[src/rtl/clr_pkg.sv]
// Package for the clamped line rasterizer.
// Holds the queue entry type, the command codes and the internal widths.
// No dependencies; used by every module of the block.
`timescale 1ns / 1ps

package clr_pkg;

    localparam int COORD_W     = 10;
    localparam int POS_W       = 12;
    localparam int ACC_W       = 11;
    localparam int CNT_W       = 11;
    localparam int IN_FIELD_W  = 12;
    localparam int IN_TDATA_W  = 72;
    localparam int OUT_TDATA_W = 40;
    localparam int QUEUE_DEPTH = 2;
    localparam int QPTR_W      = $clog2(QUEUE_DEPTH);

    typedef enum logic {
        FUNC_START = 1'b0,
        FUNC_STEP  = 1'b1
    } func_t;

    typedef logic [COORD_W-1:0]      coord_t;
    typedef logic signed [1:0]       step_t;
    typedef logic signed [POS_W-1:0] pos_t;

    typedef struct packed {
        func_t       func;
        logic        x_is_major;
        step_t       step_x;
        step_t       step_y;
        coord_t      x0;
        coord_t      y0;
        coord_t      major_delta;
        coord_t      minor_delta;
        logic [15:0] color;
        logic        xor_write;
    } cmd_t;

endpackage

[src/rtl/clr_front.sv]
// Front end of the clamped line rasterizer: accepts input words, clamps the
// endpoints and classifies the line into major and minor deltas and steps.
// Depends on clr_pkg.
`timescale 1ns / 1ps

module clr_front #(
    parameter int FRAME_WIDTH  = 320,
    parameter int FRAME_HEIGHT = 480
) (
    input  logic                            s_tvalid,
    output logic                            s_tready,
    input  logic [clr_pkg::IN_TDATA_W-1:0]  s_tdata,
    input  logic                            s_tuser,
    input  logic                            q_full,
    output logic                            push,
    output clr_pkg::cmd_t                   cmd
);
    import clr_pkg::*;

    localparam logic signed [IN_FIELD_W-1:0] X_LIM = IN_FIELD_W'(FRAME_WIDTH - 2);
    localparam logic signed [IN_FIELD_W-1:0] Y_LIM = IN_FIELD_W'(FRAME_HEIGHT - 2);
    localparam coord_t X_MAX = COORD_W'(FRAME_WIDTH - 1);
    localparam coord_t Y_MAX = COORD_W'(FRAME_HEIGHT - 1);

    function automatic coord_t clamp_coord(input logic signed [IN_FIELD_W-1:0] v,
                                           input logic signed [IN_FIELD_W-1:0] lim,
                                           input coord_t hi);
        coord_t r;
        if (v < 12'sd1) begin
            r = '0;
        end else if (v > lim) begin
            r = hi;
        end else begin
            r = v[COORD_W-1:0];
        end
        return r;
    endfunction

    function automatic step_t sign_of(input logic signed [COORD_W:0] d);
        step_t r;
        if (d > 0) begin
            r = 2'sb01;
        end else if (d < 0) begin
            r = 2'sb11;
        end else begin
            r = 2'sb00;
        end
        return r;
    endfunction

    coord_t x1, y1, x2, y2;
    logic signed [COORD_W:0] dx, dy;
    coord_t adx, ady;

    always_comb begin
        x1 = clamp_coord(s_tdata[11:0],  X_LIM, X_MAX);
        y1 = clamp_coord(s_tdata[23:12], Y_LIM, Y_MAX);
        x2 = clamp_coord(s_tdata[35:24], X_LIM, X_MAX);
        y2 = clamp_coord(s_tdata[47:36], Y_LIM, Y_MAX);
        dx = $signed({1'b0, x2}) - $signed({1'b0, x1});
        dy = $signed({1'b0, y2}) - $signed({1'b0, y1});
        adx = dx[COORD_W] ? COORD_W'(-dx) : dx[COORD_W-1:0];
        ady = dy[COORD_W] ? COORD_W'(-dy) : dy[COORD_W-1:0];

        cmd.func       = func_t'(s_tuser);
        cmd.x_is_major = (adx >= ady);
        cmd.step_x     = sign_of(dx);
        cmd.step_y     = sign_of(dy);
        cmd.x0         = x1;
        cmd.y0         = y1;
        cmd.major_delta = (adx >= ady) ? adx : ady;
        cmd.minor_delta = (adx >= ady) ? ady : adx;
        cmd.color      = s_tdata[63:48];
        cmd.xor_write  = s_tdata[64];
    end

    assign s_tready = !q_full;
    assign push     = s_tvalid && !q_full;

endmodule

[src/rtl/clr_queue.sv]
// Short command queue between the front end and the pixel engine.
// Depends on clr_pkg for the entry type and depth.
`timescale 1ns / 1ps

module clr_queue (
    input  logic           aclk,
    input  logic           aresetn,
    input  logic           push,
    input  clr_pkg::cmd_t  push_cmd,
    output logic           full,
    input  logic           pop,
    output logic           head_valid,
    output clr_pkg::cmd_t  head_cmd
);
    import clr_pkg::*;

    cmd_t              mem [QUEUE_DEPTH];
    logic [QPTR_W-1:0] wr_ptr_reg, wr_ptr_next;
    logic [QPTR_W-1:0] rd_ptr_reg, rd_ptr_next;
    logic [QPTR_W:0]   count_reg, count_next;

    assign full       = (count_reg == (QPTR_W+1)'(QUEUE_DEPTH));
    assign head_valid = (count_reg != '0);
    assign head_cmd   = mem[rd_ptr_reg];

    always_comb begin
        wr_ptr_next = push ? wr_ptr_reg + 1'b1 : wr_ptr_reg;
        rd_ptr_next = pop  ? rd_ptr_reg + 1'b1 : rd_ptr_reg;
        count_next  = count_reg;
        if (push && !pop) begin
            count_next = count_reg + 1'b1;
        end else if (!push && pop) begin
            count_next = count_reg - 1'b1;
        end
    end

    always_ff @(posedge aclk) begin
        if (!aresetn) begin
            wr_ptr_reg <= '0;
            rd_ptr_reg <= '0;
            count_reg  <= '0;
        end else begin
            wr_ptr_reg <= wr_ptr_next;
            rd_ptr_reg <= rd_ptr_next;
            count_reg  <= count_next;
        end
    end

    always_ff @(posedge aclk) begin
        if (push) begin
            mem[wr_ptr_reg] <= push_cmd;
        end
    end

endmodule

[src/rtl/clr_engine.sv]
// Pixel engine of the clamped line rasterizer: runs the error-accumulator
// line walk, one pixel per start command or step of an active line, and holds each
// pixel in an output register. Depends on clr_pkg.
`timescale 1ns / 1ps

module clr_engine (
    input  logic                             aclk,
    input  logic                             aresetn,
    input  logic                             head_valid,
    input  clr_pkg::cmd_t                    head_cmd,
    output logic                             pop,
    output logic                             m_tvalid,
    input  logic                             m_tready,
    output logic [clr_pkg::OUT_TDATA_W-1:0]  m_tdata,
    output logic                             m_tlast
);
    import clr_pkg::*;

    pos_t        cur_x_reg, cur_x_next;
    pos_t        cur_y_reg, cur_y_next;
    logic [ACC_W-1:0] acc_reg, acc_next;
    logic [CNT_W-1:0] left_reg, left_next;
    coord_t      major_reg, minor_reg;
    step_t       step_x_reg, step_y_reg;
    logic        x_major_reg;
    logic [15:0] color_reg;
    logic        xor_reg;
    logic        active_reg, active_next;

    logic        m_valid_reg;
    logic [OUT_TDATA_W-1:0] m_data_reg, m_data_next;
    logic        m_last_reg;

    logic        is_start, emit, fire, out_ready, hit, last_pix;
    pos_t        base_x, base_y, sx, sy, px, py;
    coord_t      major_u, minor_u;
    logic        xmaj;
    logic [ACC_W-1:0] acc_base, acc_sum;
    logic [15:0] color_u;
    logic        xor_u;

    always_comb begin
        is_start  = (head_cmd.func == FUNC_START);
        emit      = is_start || active_reg;
        out_ready = !m_valid_reg || m_tready;
        pop       = head_valid && (out_ready || !emit);
        fire      = pop && emit;

        base_x   = is_start ? pos_t'({2'b00, head_cmd.x0}) : cur_x_reg;
        base_y   = is_start ? pos_t'({2'b00, head_cmd.y0}) : cur_y_reg;
        acc_base = is_start ? '0 : acc_reg;
        major_u  = is_start ? head_cmd.major_delta : major_reg;
        minor_u  = is_start ? head_cmd.minor_delta : minor_reg;
        xmaj     = is_start ? head_cmd.x_is_major : x_major_reg;
        sx       = pos_t'(is_start ? head_cmd.step_x : step_x_reg);
        sy       = pos_t'(is_start ? head_cmd.step_y : step_y_reg);
        color_u  = is_start ? head_cmd.color : color_reg;
        xor_u    = is_start ? head_cmd.xor_write : xor_reg;

        acc_sum  = acc_base + ACC_W'(minor_u);
        hit      = (acc_sum >= ACC_W'(major_u));
        acc_next = hit ? acc_sum - ACC_W'(major_u) : acc_sum;

        px = base_x + ((hit && !xmaj) ? sx : '0);
        py = base_y + ((hit && xmaj) ? sy : '0);
        cur_x_next = px + (xmaj ? sx : '0);
        cur_y_next = py + (xmaj ? '0 : sy);

        if (is_start) begin
            left_next = CNT_W'(head_cmd.major_delta);
        end else if (left_reg != '0) begin
            left_next = left_reg - 1'b1;
        end else begin
            left_next = '0;
        end
        last_pix    = (left_next == '0);
        active_next = !last_pix;

        m_data_next = {4'b0000, xor_u, color_u, py[9:0], px[8:0]};
    end

    always_ff @(posedge aclk) begin
        if (!aresetn) begin
            cur_x_reg   <= '0;
            cur_y_reg   <= '0;
            acc_reg     <= '0;
            left_reg    <= '0;
            major_reg   <= '0;
            minor_reg   <= '0;
            step_x_reg  <= '0;
            step_y_reg  <= '0;
            x_major_reg <= 1'b0;
            color_reg   <= '0;
            xor_reg     <= 1'b0;
            active_reg  <= 1'b0;
        end else if (fire) begin
            cur_x_reg   <= cur_x_next;
            cur_y_reg   <= cur_y_next;
            acc_reg     <= acc_next;
            left_reg    <= left_next;
            active_reg  <= active_next;
            major_reg   <= major_u;
            minor_reg   <= minor_u;
            step_x_reg  <= is_start ? head_cmd.step_x : step_x_reg;
            step_y_reg  <= is_start ? head_cmd.step_y : step_y_reg;
            x_major_reg <= xmaj;
            color_reg   <= color_u;
            xor_reg     <= xor_u;
        end
    end

    always_ff @(posedge aclk) begin
        if (!aresetn) begin
            m_valid_reg <= 1'b0;
        end else if (fire) begin
            m_valid_reg <= 1'b1;
        end else if (m_tready) begin
            m_valid_reg <= 1'b0;
        end
    end

    always_ff @(posedge aclk) begin
        if (fire) begin
            m_data_reg <= m_data_next;
            m_last_reg <= last_pix;
        end
    end

    assign m_tvalid = m_valid_reg;
    assign m_tdata  = m_data_reg;
    assign m_tlast  = m_last_reg;

endmodule

[src/rtl/clamped_line_rasterizer.sv]
// Clamped line rasterizer: a start word yields the first pixel of a line,
// each step word the next pixel while the line has pixels left (later step
// words are dropped); one word and one pixel per clock unless m_tready stalls.
// A taken word is written into the queue, then the engine registers its pixel
// in the output register that drives m_tvalid; the error update is combinational.
// Reset: synchronous active-low aresetn empties the queue and idles the line.
`timescale 1ns / 1ps

module clamped_line_rasterizer #(
    parameter int FRAME_WIDTH  = 320,
    parameter int FRAME_HEIGHT = 480
) (
    input  logic                             aclk,
    input  logic                             aresetn,
    input  logic                             s_tvalid,
    output logic                             s_tready,
    // x_start[11:0], y_start[23:12], x_end[35:24], y_end[47:36],
    // pen_color[63:48], xor_write[64], zero fill above.
    input  logic [clr_pkg::IN_TDATA_W-1:0]   s_tdata,
    // func[0].
    input  logic                             s_tuser,
    output logic                             m_tvalid,
    input  logic                             m_tready,
    // pixel_x[8:0], pixel_y[18:9], pixel_color[34:19], pixel_xor[35], zero fill above.
    output logic [clr_pkg::OUT_TDATA_W-1:0]  m_tdata,
    output logic                             m_tlast
);
    import clr_pkg::*;

    cmd_t front_cmd, head_cmd;
    logic push, q_full, pop, head_valid;

    clr_front #(
        .FRAME_WIDTH (FRAME_WIDTH),
        .FRAME_HEIGHT(FRAME_HEIGHT)
    ) u_front (
        .s_tvalid(s_tvalid),
        .s_tready(s_tready),
        .s_tdata (s_tdata),
        .s_tuser (s_tuser),
        .q_full  (q_full),
        .push    (push),
        .cmd     (front_cmd)
    );

    clr_queue u_queue (
        .aclk      (aclk),
        .aresetn   (aresetn),
        .push      (push),
        .push_cmd  (front_cmd),
        .full      (q_full),
        .pop       (pop),
        .head_valid(head_valid),
        .head_cmd  (head_cmd)
    );

    clr_engine u_engine (
        .aclk      (aclk),
        .aresetn   (aresetn),
        .head_valid(head_valid),
        .head_cmd  (head_cmd),
        .pop       (pop),
        .m_tvalid  (m_tvalid),
        .m_tready  (m_tready),
        .m_tdata   (m_tdata),
        .m_tlast   (m_tlast)
    );

endmodule
[config.mk]
export PLATFORM = sky130hd
export DESIGN_NAME = clamped_line_rasterizer
export DESIGN_NICKNAME = d
export VERILOG_FILES = /design/src/rtl/clr_pkg.sv /design/src/rtl/clr_front.sv /design/src/rtl/clr_queue.sv /design/src/rtl/clr_engine.sv /design/src/rtl/clamped_line_rasterizer.sv
export SDC_FILE = /design/constraint.sdc
export NUM_CORES = 1
export LEC_CHECK = 0
export BUFFER_PORTS_ARGS = -buffer_cell sky130_fd_sc_hd__buf_2
export CAP_MARGIN = 0
export CORE_MARGIN = 4
export CORE_UTILIZATION = 65
export CTS_CLUSTER_SIZE = 25
export DETAILED_ROUTE_END_ITERATION = 10
export MAX_ROUTING_LAYER = met4
export PLACE_DENSITY = 0.89
export SLEW_MARGIN = 10
export SYNTH_ARGS = -nofsm -noshare
export SYNTH_HDL_FRONTEND = slang
export SYNTH_SLANG_ARGS = --single-unit
[constraint.sdc]
create_clock -name aclk -period 18 [get_ports aclk]
set_clock_uncertainty 0.1 [all_clocks]
set_input_delay 0.9 -clock aclk [delete_from_list [all_inputs] [get_ports aclk]]
set_output_delay 0.9 -clock aclk [all_outputs]
set_load 0.005 [all_outputs]
# --- After elaboration in Yosys (flattened, before gate mapping) ---
# Memory sizes are Yosys's and may differ from the RTL's. A register that Yosys moved wholly into a read port is not among the register bits.
# Index checks and enable logic that the tools add are counted.
word_totals:
  memories: 1
  elab_cells: 114
  reg_bits: 131
  output_inout_bits: 43
  ramBits: 126
  inputBits: 77
classes:
  n_lt_le_gt_ge: 14
  n_mux: 41
  reduce_logical: 23
  eq_ne: 1
  n_addsub: 15
  bitwise_logic: 1
mem_list:
  columns: ["memory", "depth", "width", "rd", "rd_ports_with_merged_regs", "write_ports", "line", "rtl"]
  rows:
  - ["u_queue.mem", 2, 63, 1, 1, 1, "clr_queue.sv:17", "cmd_t mem [QUEUE_DEPTH];"]
op_table:
  columns: ["cell", "count"]
  rows:
  - ["$mux 10", 14]
  - ["$mux 12", 8]
  - ["$add 12x12->12", 4]
  - ["$gt 12x10->1 const B", 4]
  - ["$lt 12x2->1 const B", 4]
  - ["$mux 11", 4]
  - ["$gt 11x1->1 const B", 2]
  - ["$lt 11x1->1 const B", 2]
  - ["$sub 10x10->11", 2]
  - ["$neg 10->10", 2]
  - ["$mux 16", 1]
  - ["$mux 2", 6]
  - ["$add 11x10->11", 1]
  - ["$ge 11x10->1", 1]
  - ["$logic_not 11->1", 1]
  - ["$reduce_bool 11->1", 1]
  - ["$sub 11x1->11 const B", 1]
  - ["$sub 11x10->11", 1]
  - ["$ge 10x10->1", 1]
  - ["$mux 1", 8]
  - ["$logic_and 1x1->1", 7]
  - ["$logic_not 1->1", 7]
  - ["$reduce_bool 2->1", 3]
  - ["$logic_or 1x1->1", 3]
  - ["6 further kinds", 7]

# --- Longest topological paths before layout ---
depth:
  depth_word: 8
  mapped_depth: 41
  depth_no_buf: 36

# --- Cells and area by module ---
# A second synthesis with hierarchy kept.
hier_totals:
  hier_cells: 1448
  area_unflattened_um2: 14968.1
modules_own_cells:
  columns: ["mod", "seq_area_each_um2", "area_per_inst_um2", "cells_each", "instances"]
  rows:
  - ["clr_engine", 2812.7, 7761.2, 885, 1]
  - ["clr_queue", 3883.7, 4789.6, 218, 1]
  - ["clr_front", 0.0, 2417.3, 345, 1]

# --- Worst setup path after synthesis ---
# Ideal clock, no wire load.
synth_path:
  path_type: "register to register"
  startpoint: "register with a tool-made name"
  endpoint: "register u_engine.cur_x_reg[8]"
  path_buffers: 6
  setup_ns: 0.086
  path_stages_with_launch: 38
  period_less_slack_ns: 7.902
  t_required_ns: 17.814
  t_arrival_ns: 7.717
  path_slack_ns: 10.098
  cell_sequence: "dfxtp_1 buf_2 mux2_2 buf_2 buf_1 buf_1 clkbuf_1 and2_1 ha_1 a21o_1 a211oi_1 o21a_1 o31ai_1 a21oi_1 xor2_1 inv_1 ha_1 nand4_1 [2 not listed] o21ai_1 a22oi_4 buf_4 nor3_1 ha_1 a21o_1 a21oi_1 o21bai_1 a21oi_1 o21bai_1 a21oi_1 xnor2_1 ha_1 a2111oi_0 nor3_1 xnor2_1 xnor2_1 a211oi_1"
synth_rtl:
  columns: ["element", "line", "rtl"]
  rows:
  - ["to (signal assigned)", "clr_engine.sv:97", "cur_x_reg <= cur_x_next;"]
  - ["to (decl)", "clr_engine.sv:19", "pos_t cur_x_reg, cur_x_next;"]

==> results by group <==
Synth
  – Synth unique cells: 75
  – Cell count after synthesis: 1449
  – Synth area leader: edfxtp_1
  – Share of the synthesized area in the top cell type: 0.341
  – Post-synth top cells: nand2_1, edfxtp_1, nor2_1
  – Top-count cell post-synth: nand2_1
  – Register bit count reported by yosys: between 200 and 300
  – Post-synth ARST share: 0
  – Synth Cell Area: 0.0142 mm2
  – Seq/Total Area, Yosys: 0.468
  – Mapped Avg Cell Area: around 9.8 um2
  – Synth Flop Type: edfxtp_1
  – Synth Warn #: 0
  – Area contributors post-synth: edfxtp_1, dfxtp_1, ha_1
  – Number of synthesized flops with an enable pin: 161

STA
  – Slew margin rel.: 0.277
  – # setup viols final: 0
  – Actual slew at the worst max-slew pin: 1080 ps
  – Fmax: about 120 MHz
  – Final hold vios: 0
  – Unrepaired setup endpoints after global routing: no
  – Final Cycle Share: 0.478
  – Setup_tns: 0 ps
  – Final Max Tran Viols: 0
  – Min Tclk post-route: between 8000 and 9000 ps

Clocking
  – Clk Latency, worst-skew pair: 530 ps
  – CTS Buf Count: 24
  – Clock buffer depth: 3
  – Setup Fix Bufs, Post-CTS: 0
  – Worst-path clk slew: about 60 ps
  – CTS sink cnt: roughly 250
  – CTS Hold Bufs: 0
  – H-tree levels: 1
  – Clk root buf: clkbuf_16
  – Post-cts resize count: 0
  – TritonCTS clock tree: done

Hold path
  – Min-Delay Path Class: flip-flop to flip-flop

Finish
  – # diodes: 0
  – Nets: between 1500 and 2000
  – Max reg flops: around 120
  – Layout area overhead: 11.4%
  – Layout cells sized above 1: 0.116
  – Fillers: 1386

Run status
  – Status: complete, no violations

GRT
  – Total grt overflow: 0
  – Largest net degree at the start of global routing: 100
  – Gr usage total: 0.276
  – Number of global-route vias before repair: around 11000
  – Wire length of the first global-routing pass: ~54000 um
  – Initial antenna violation count: 0

Floorplan
  – Core box area: between 0.02 and 0.025 mm2
  – Die Ht: 156 um
  – Num ports: 120
  – Die area: ~0.024 mm2
  – Die Span X: about 160 um
  – Initial Util: 0.668
  – FP Rows: between 50 and 60

Setup path
  – Critical Path RT: between 15000 and 20000 ps
  – CP startpoint kind: flip-flop
  – Most common cell on crit path: ha_1
  – CP max FO: 33
  – Kind of critical path: flip-flop to flip-flop
  – Critical Path AT: between 8000 and 9000 ps
  – Critical Path Max Stage Delay: 620 ps
  – Crit end category: flip-flop
  – Slowest cell on crit path: a22oi_4

Power and ir drop
  – Max VDD drop: 0.107 mV
  – Power density cells: roughly 210 mW/mm2
  – Leak pwr: 6.24 nW
  – Final total power: approximately 0.0034 W

Place
  – Placer Congestion: between 0.9 and 1
  – Port Buffers: roughly 110
  – HPWL after DPL: around 22000 um

Routing
  – Post-Route WL: 33400 um
  – Drt first pass iters: 6
  – Post-route ant nets: 0
  – Vias: between 10000 and 15000
  – WL/cell: around 18 um
  – 1st-iter DRT viols: about 1100
  – DR vias/cell: around 6.2
  – DRC violation count after routing: 0

Flow run
  – Max-cap violations: 0
[cell usage in the layout, fill, tap and decap left out, types with 23 or more instances in the layout]
cell / netlist / final
a211oi_1: 27 / 27
a21oi_1: 129 / 129
buf_2: 12 / 108
clkbuf_16: 0 / 24
dfxtp_1: 90 / 89
edfxtp_1: 161 / 161
ha_1: 88 / 88
inv_1: 63 / 62
mux2i_1: 79 / 79
nand2_1: 174 / 174
nor2_1: 137 / 136
nor3_1: 41 / 41
o21a_1: 23 / 23
o21ai_0: 81 / 81
xnor2_1: 55 / 55
xor2_1: 26 / 26
[cells by family (layout without fill, tap and decap cells)]
kind of cell,after synthesis,count (layout),synth area share
AOI/OAI and AO/OA,356,356,0.152
xor gates and xnor gates,81,81,0.0501
adders and majority gates,96,96,0.0890
buffers and inverters,126,227,0.0364
DFF,251,251,0.468
muxes,83,83,0.0590
other,2,10,0.000530
and+or+nand+nor,454,454,0.144
[per-stage QoR]
stage / hold slack, ps / util / std cells / worst slack, ps / cell area [um2]
after global placement: 335 / 0.703 / 1789 / 10080 / 14900
after detailed placement: 347 / 0.703 / 1789 / 9710 / 14900
final: 356 / 0.744 / 1833 / 9400 / 15800
after global routing: 377 / 0.744 / 1833 / 8900 / 15800
after CTS: 357 / 0.744 / 1833 / 9500 / 15800
after floorplan: 327 / - / 1457 / 10100 / 14200
[worst paths after layout]
path / from / end / slack (ps) / cells past startpoint
max reg2reg: flip-flop / u_engine.cur_y_reg[9] / 9400 / 33
min reg2reg: u_engine.minor_reg[8] / u_engine.minor_reg[8] / 360 / 2
min: u_engine.minor_reg[8] / u_engine.minor_reg[8] / 360 / 2
max: flip-flop / u_engine.cur_y_reg[9] / 9400 / 33
[where the power goes]
| part | leakage [nW] | internal (W) | switching [W] |
|---|---|---|---|
| logic | 3.58 | 0.000708 | 0.00115 |
| registers | 2.24 | 0.000856 | 0.0000805 |
| clock network | 0.423 | 0.000344 | 0.000219 |
[final cells by class]
class	instances	area (um2)	area share
clock inverters	14	231	0.0147
flip-flops and latches	251	6640	0.420
well taps	275	344	0.0218
repair buffers	118	616	0.0390
multi-input cells	1080	7060	0.447
inverters	65	246	0.0156
clock buffers	30	653	0.0413
[metal layers]
| metal | up-vias | routed length [um] | track usage |
|---|---|---|---|
| met1 | 5333 | 13300 | 0.330 |
| met2 | 560 | 16500 | 0.478 |
| met3 | 108 | 2450 | 0.0330 |
| li1 | 5389 | - | - |
| met5 | - | 0 | - |
| met4 | 0 | 1230 | 0.108 |
[critical path, delay by kind of cell, from the launching register on]
family | cells | cell delay (ps)
buffers and inverters | 2 | 290
and+or+nand+nor | 8 | 1510
adders and majority gates | 4 | 1390
DFF | 1 | 530
AOI/OAI and AO/OA | 16 | 3820
muxes | 1 | 480
xor gates and xnor gates | 2 | 410
Power figures use the tool's default switching activity.
